==> config.mk <==
export PLATFORM = sky130hd
export DESIGN_NAME = hsmt_ctrl
export DESIGN_NICKNAME = d
export VERILOG_FILES = /design/src/hsmt_pkg.sv /design/src/hsmt_ctrl.sv
export SDC_FILE = /design/constraint.sdc
export NUM_CORES = 1
export LEC_CHECK = 0
export ABC_CLOCK_PERIOD_IN_PS = 1000
export BUFFER_PORTS_ARGS = -buffer_cell sky130_fd_sc_hd__buf_2
export CAP_MARGIN = 20
export CORE_AREA = 2 2 39 41
export DETAILED_ROUTE_END_ITERATION = 8
export DIE_AREA = 0 0 41 43
export PLACE_DENSITY = 0.48
export SYNTH_ARGS = -nofsm -noshare
export SYNTH_HDL_FRONTEND = slang
export SYNTH_SLANG_ARGS = --single-unit
==> constraint.sdc <==
create_clock -name clk -period 1 [get_ports clk]
set_input_delay 0.25 -clock clk [delete_from_list [all_inputs] [get_ports clk]]
set_output_delay 0.25 -clock clk [all_outputs]
set_load 0.005 [all_outputs]
==> src/hsmt_pkg.sv <==
`timescale 1ns / 1ps
// ----------------------------------------------------------------------------
// Hash set membership table package
// Shared constants, operation codes, channel word types and the control
// interface between the controller and the datapath.
// ----------------------------------------------------------------------------
package hsmt_pkg;

    localparam int KEY_BITS        = 20;
    localparam int OPCODE_W        = 2;
    localparam int NUM_BUCKETS_DEF = 1009;
    localparam int BUCKET_WAYS_DEF = 4;
    localparam int DIV_STEP_BITS   = 4;
    localparam int DIV_STEPS       = KEY_BITS / DIV_STEP_BITS;
    localparam int DIV_CNT_W       = $clog2(DIV_STEPS);

    localparam logic [OPCODE_W-1:0] OP_ADD      = 2'd0;
    localparam logic [OPCODE_W-1:0] OP_REMOVE   = 2'd1;
    localparam logic [OPCODE_W-1:0] OP_CONTAINS = 2'd2;

    localparam logic STATUS_DONE    = 1'b0;
    localparam logic STATUS_DROPPED = 1'b1;

    typedef struct packed {
        logic [OPCODE_W-1:0] opcode;
        logic [KEY_BITS-1:0] key;
    } cmd_word_t;

    typedef struct packed {
        logic was_present;
        logic status;
    } result_word_t;

    typedef enum logic [2:0] {
        ST_CLEAR,
        ST_IDLE,
        ST_DIVIDE,
        ST_READ,
        ST_LOOKUP,
        ST_FINISH
    } state_t;

    typedef struct packed {
        logic load;
        logic div_step;
        logic clr_wr;
        logic mem_rd;
        logic update;
        logic out_load;
    } ctl_cmd_t;

    typedef struct packed {
        logic div_last;
        logic clr_last;
    } dp_status_t;

endpackage

==> src/hsmt_ctrl.sv <==
`timescale 1ns / 1ps
// ----------------------------------------------------------------------------
// Hash set membership table controller
// Sequences the clearing sweep and each operation through index reduction,
// row read, lookup and write back, and result delivery.
// ----------------------------------------------------------------------------
module hsmt_ctrl (
    input  logic                 clk,
    input  logic                 rst_n,
    input  logic                 cmd_valid,
    output logic                 cmd_stall,
    output logic                 result_valid,
    input  logic                 result_stall,
    output hsmt_pkg::ctl_cmd_t   ctl,
    input  hsmt_pkg::dp_status_t sts
);
    import hsmt_pkg::*;

    state_t state_reg;
    state_t state_next;
    logic   out_valid_reg;
    logic   out_valid_next;
    logic   out_free;

    assign out_free = !out_valid_reg || !result_stall;

    always_comb
    begin
        state_next = state_reg;
        case (state_reg)
            ST_CLEAR:
            begin
                if (sts.clr_last)
                begin
                    state_next = ST_IDLE;
                end
            end
            ST_IDLE:
            begin
                if (cmd_valid)
                begin
                    state_next = ST_DIVIDE;
                end
            end
            ST_DIVIDE:
            begin
                if (sts.div_last)
                begin
                    state_next = ST_READ;
                end
            end
            ST_READ:
            begin
                state_next = ST_LOOKUP;
            end
            ST_LOOKUP:
            begin
                state_next = ST_FINISH;
            end
            ST_FINISH:
            begin
                if (out_free)
                begin
                    state_next = ST_IDLE;
                end
            end
            default:
            begin
                state_next = ST_CLEAR;
            end
        endcase
    end

    always_comb
    begin
        ctl       = '0;
        cmd_stall = 1'b1;
        case (state_reg)
            ST_CLEAR:
            begin
                ctl.clr_wr = 1'b1;
            end
            ST_IDLE:
            begin
                cmd_stall = 1'b0;
                ctl.load  = cmd_valid;
            end
            ST_DIVIDE:
            begin
                ctl.div_step = 1'b1;
            end
            ST_READ:
            begin
                ctl.mem_rd = 1'b1;
            end
            ST_LOOKUP:
            begin
                ctl.update = 1'b1;
            end
            ST_FINISH:
            begin
                ctl.out_load = out_free;
            end
            default:
            begin
                cmd_stall = 1'b1;
            end
        endcase
    end

    assign out_valid_next = ctl.out_load || (out_valid_reg && result_stall);

    always_ff @(posedge clk or negedge rst_n)
    begin
        if (!rst_n)
        begin
            state_reg     <= ST_CLEAR;
            out_valid_reg <= 1'b0;
        end
        else
        begin
            state_reg     <= state_next;
            out_valid_reg <= out_valid_next;
        end
    end

    assign result_valid = out_valid_reg;

    a_one_in_flight: assert property (@(posedge clk) disable iff (!rst_n)
        (cmd_valid && !cmd_stall) |=> cmd_stall)
        else $error("A second word was taken while an operation is in progress.");

    a_load_into_free: assert property (@(posedge clk) disable iff (!rst_n)
        ctl.out_load |-> (!out_valid_reg || !result_stall))
        else $error("A result overwrote a word that was still waiting.");

    a_quiet_clear: assert property (@(posedge clk) disable iff (!rst_n)
        (state_reg == ST_CLEAR) |-> (!out_valid_reg && cmd_stall))
        else $error("Channel activity during the clearing sweep.");

endmodule

==> results_dict.tcl, run 1 <==
set metrics [dict create \
    crit_arrival_ps 1160 \
    vias_per_cell 4.09 \
    start_util 0.165 \
    syn_inst 29 \
    ys_seq_area_frac 0.437 \
    h-tree-depth 1 \
    leakage_nw 0.221 \
    fill_cells 159 \
    clock.fmax_ghz 0.710 \
    cp-start-kind "register" \
    cap_violations 0 \
    crit_start "state_reg[1]" \
    clock_skew_ps 8.68 \
    fin_ws_ps -409 \
    seqPwrFrac 0.270 \
    cp_slowest_cell "dfrtp_1" \
    cts_buffers 3 \
    die_area_mm2 0.00176 \
    grt_overflow 0 \
    top_layer_used "met4" \
    largest_reg_flops 3 \
    relSlewSlack 0.877 \
    violations "setup timing" \
    combinationalPowerShare 0.548 \
    io_buffers 13 \
    p_clk_frac 0.182 \
    path_delay_family "flip-flops" \
    antenna_found_initial 0 \
    drc 0 \
    grt_usage 0.0765 \
    syn_area_um2 229 \
    cpPeakStageDelay_ps 370 \
    outcome "finished, violations left" \
    vias 270 \
    num_antenna_cells 0 \
    synth_warnings 0 \
    tightest_slew_ps 185 \
    p_int_mw 0.715 \
    slew_violations 0 \
    rsz0062_at_grt "yes" \
    cp_data_required_time_ps 750 \
    fin_crit_ps 1410 \
    area_growth_pct 79.2 \
    grt_pass1_vias 224 \
    pin_count 14 \
    r2r_start "state_reg[1]" \
    dp_hpwl_um 419 \
    finalNetCount 58 \
    ys_types 14 \
    holdWs_ps 265 \
    crit_buf_inv 1 \
    wl_met2_um 323 \
    grt_max_degree 11 \
    ant_nets 0 \
    synth_seq_cells 4 \
    grt_first_pass_wirelength_um 807 \
    clk_latency_ps 240 \
    hp-start "result_stall" \
    core_area_mm2 0.00138 \
    cts_num_sinks 4 \
    path_class "reg2out" \
    wl_met3_um 41 \
    clockRootBuffer "clkbuf_4" \
    dp_slack_ps -146 \
    p_switching_mw 0.416 \
    hold_violations 0 \
    worstPathCellList "and2b_2 -> nand2_2 -> a21oi_2 -> buf_2" \
    synthesis.nets 35 \
    cts.clk_slew.worst_paths_ps 40 \
    p_per_area_mw_per_mm2 2760 \
    syn_avg_cell_area_um2 7.90 \
    cts_tree "built" \
    wl_met1_um 296 \
    hold_class "in2reg" \
    critPathCaptureType "output port" \
    drive_above_1_share 0.600 \
    routedWlPerCell_um 10.2 \
    finalWirelength_um 671 \
    drt-initial-drc-count 8 \
    gp_congestion 0.651 \
    die_x_um 41 \
    peakVddDrop_mv 1.01 \
    cts_buffer_depth 2 \
    worstPathMaxFanout 3 \
    rows 14 \
    chipHeight_um 43 \
    swShare 0.368 \
    setup_viol 9 \
    drtPass1Iterations 2 \
    post-route-period-util 1.41 \
]
[final cells by class]
type	instances	area, um^2	area share
tap	16	20.0	0.0488
inverter	2	7.51	0.0183
timing repair buffer	20	128	0.311
clock buffer	3	22.5	0.0549
multi-input combinational	21	131	0.320
sequential	4	101	0.247
[power groups by stage]
stage,clock network [mW],registers [mW],logic [mW]
2_1_floorplan,0,0.269,0.312
3_3_place_gp,0,0.286,0.505
3_5_place_dp,0,0.287,0.509
4_1_cts,0.211,0.294,0.532
5_1_grt,0.218,0.314,0.690
6_report,0.206,0.305,0.620
[routing by layer]
layer / global-route usage / vias up
met3: 0.0628 / 2
met5: 0 / -
met2: 0.0906 / 7
li1: - / 140
met4: 0.0800 / 0
met1: 0.0747 / 121
[stage by stage]
step           TNS (ps)  total power, mW  std cells   util  cell area (um^2)
2_1_floorplan      -163            0.581         29      -               235
3_3_place_gp       -495            0.791         60  0.244               338
3_5_place_dp       -508            0.796         60  0.244               338
4_1_cts           -2360             1.04         64  0.273               378
5_1_grt           -2880             1.22         66  0.297               410
6_report          -2360             1.13         66  0.297               410
[kinds of logic after synthesis]
kind of cell / synth area share
AO/OA/AOI/OAI: 0.153
buffers and inverters: 0.0765
flip-flops: 0.437
AND/OR/NAND/NOR: 0.333
[cell usage after synthesis (all sizes together)]
master / instances / area (um^2)
a31o: 1 / 8.76
and2b: 1 / 7.51
buf: 2 / 10.0
inv: 2 / 7.51
dfrtp: 4 / 100
a21oi: 4 / 20.0
and3b: 1 / 8.76
o22ai: 1 / 6.26
nand2b: 1 / 6.26
nand2: 5 / 18.8
nor2: 3 / 11.3
nor3b: 1 / 7.51
nor3: 2 / 10.0
nor2b: 1 / 6.26
[tightest hold or removal path, cell delays in order]
cell	delay, ps
buf_2	110
nand2_2	50
nand2_1	50
[timing repair]
item,4_1_cts,5_1_grt
pin swaps,1,0
resized for setup,3,5
hold buffers,1,0
endpoints found under the hold margin,4,0
setup endpoints to repair,9,10
setup buffers,0,2
[placed cells by master, fill, tap and decap left out]
cell / n
a21oi_1: 3
a21oi_2: 1
a31o_2: 1
and2b_2: 1
and3b_1: 1
buf_2: 13
buf_4: 4
buf_6: 2
clkbuf_4: 3
dfrtp_1: 3
dfrtp_2: 1
dlygate4sd3_1: 1
inv_1: 2
nand2_1: 3
nand2_2: 2
nand2b_1: 1
nor2_1: 3
nor2b_1: 1
nor3_1: 1
nor3_2: 1
nor3b_2: 1
o22ai_1: 1
[worst paths after layout]
check,to,slack (ps),depth (start not counted)
max,ctl[0],-410,4
min,result_valid,270,3
max reg2reg,state_reg[0],-20,4
min reg2reg,state_reg[1],570,1
max in group asynchronous,state_reg[2],510,2
min in group asynchronous,state_reg[1],340,2
(Power assumes the default switching activity.)
==> run 2, diff against run 1 <==
PLACE_DENSITY = 0.45   (was 0.48)
==> results_dict.tcl, run 2 (synthesis results as in run 1) <==
set metrics [dict create \
    cp_slowest_cell "dfrtp_1" \
    num_antenna_cells 0 \
    dp_hpwl_um 487 \
    post-route-period-util 1.35 \
    cp.depth 4 \
    fill_cells 155 \
    seq_area_um2 101 \
    cts_tree "built" \
    multi_input_area_um2 126 \
    stdcell_count 69 \
    tightest_slew_ps 167 \
    top_layer_used "met3" \
    core_area_mm2 0.00138 \
    peakVddDrop_mv 0.802 \
    critPathCaptureType "output port" \
    tns_ps -2310 \
    hold_class "in2reg" \
    relSlewSlack 0.888 \
    rows 14 \
    p_per_area_mw_per_mm2 2740 \
    fin_crit_ps 1350 \
    leakage_nw 0.234 \
    drtPass1Iterations 3 \
    grt_first_pass_wirelength_um 993 \
    worstPathMaxFanout 3 \
    finalWirelength_um 652 \
    vias_per_cell 4.01 \
    grt_usage 0.0897 \
    wl_met2_um 351 \
    violations "setup timing" \
    crit_arrival_ps 1100 \
    finalNetCount 61 \
    die_x_um 41 \
    io_buffers 13 \
    setup_viol 10 \
    antenna_found_initial 0 \
    grt_overflow 0 \
    clockRootBuffer "clkbuf_4" \
    routedWlPerCell_um 9.45 \
    slew_violations 0 \
    cts_buffers 3 \
    largest_reg_flops 3 \
    die_area_mm2 0.00176 \
    clock_skew_ps 1.24 \
    fin_area_um2 424 \
    pin_count 14 \
    cts.clk_slew.worst_paths_ps 30 \
    holdWs_ps 282 \
    wl_met3_um 47 \
    fin_ws_ps -353 \
    cts_num_sinks 4 \
    drive_above_1_share 0.604 \
    grt_max_degree 10 \
    gp_congestion 0.674 \
    path_class "reg2out" \
    cts_buffer_depth 2 \
    place_area_um2 353 \
    crit_buf_inv 1 \
    ant_nets 0 \
    worstPathCellList "and2b_2 -> nand2_2 -> a21oi_2 -> buf_2" \
    wl_met1_um 253 \
    cap_violations 0 \
    drc 0 \
    rsz0062_at_grt "yes" \
    hold_violations 0 \
    start_util 0.165 \
    dp_slack_ps -144 \
    final_cell_mix "buf_2, buf_4" \
    dp.cells 62 \
    final_common_cell "buf_2" \
    cp_data_required_time_ps 750 \
    reg2reg_depth 5 \
    area_growth_pct 85.2 \
    outcome "finished, violations left" \
    grt_pass1_vias 254 \
    drt-initial-drc-count 3 \
    cpPeakStageDelay_ps 360 \
    path_delay_family "flip-flops" \
    vias 277 \
    clk_latency_ps 230 \
    hold_depth 3 \
    cp-start-kind "register" \
    h-tree-depth 1 \
    chipHeight_um 43 \
    clock.fmax_ghz 0.739 \
]
## run 2: cell count changes in the layout (fill, tap and decap cells not counted)
cell	change
buf_6	-1
nor3_2	-1
buf_4	+4
nor3_1	+1
## run 2: worst min-delay path: stages
cell and delay [ps]:
buf_2 90, nand2_1 60, nand2_1 70
## run 2: worst paths after layout
path                                end  slack (ps)    startpoint
hold / removal             result_valid         280  result_stall
hold reg to reg            result_valid         550  result_valid
max in group asynchronous  state_reg[2]         500         rst_n
setup reg to reg           state_reg[2]         -80  state_reg[0]
setup / recovery                 ctl[0]        -350  state_reg[1]
min in group asynchronous  state_reg[0]         360         rst_n
## run 2: report_power, final
part,leakage [nW],switching (mW),internal (mW),total (mW)
clock network,0.0138,0.0542,0.133,0.188
logic,0.170,0.285,0.391,0.677
registers,0.0504,0.0676,0.229,0.297
## run 2: final cells by class
cell class                 count  share of cell area
timing repair buffer          23               0.345
multi-input combinational     21               0.298
sequential                     4               0.239
clock buffer                   3              0.0531
tap                           16              0.0472
inverter                       2              0.0177
## run 2: metrics by stage
step                      utilization  total power [mW]
after floorplan                     -             0.581
after global placement          0.255             0.856
after detailed placement        0.255             0.852
after CTS                       0.305              1.17
after global routing            0.307              1.26
final                           0.307              1.16
## run 2: timing repair
item / CTS / global route
gates resized for setup: 4 / 2
endpoints found under the setup margin: 9 / 10
setup buffers: 3 / 0
cloned: 0 / 0
hold endpoints to repair: 4 / 0
hold buffers: 1 / 0
pin swaps: 1 / 0
## run 2: metal layers
metal,GRT usage,vias to the layer above
met5,0,-
met4,0.0200,0
met3,0.0785,0
met2,0.131,6
met1,0.0945,127
li1,-,144
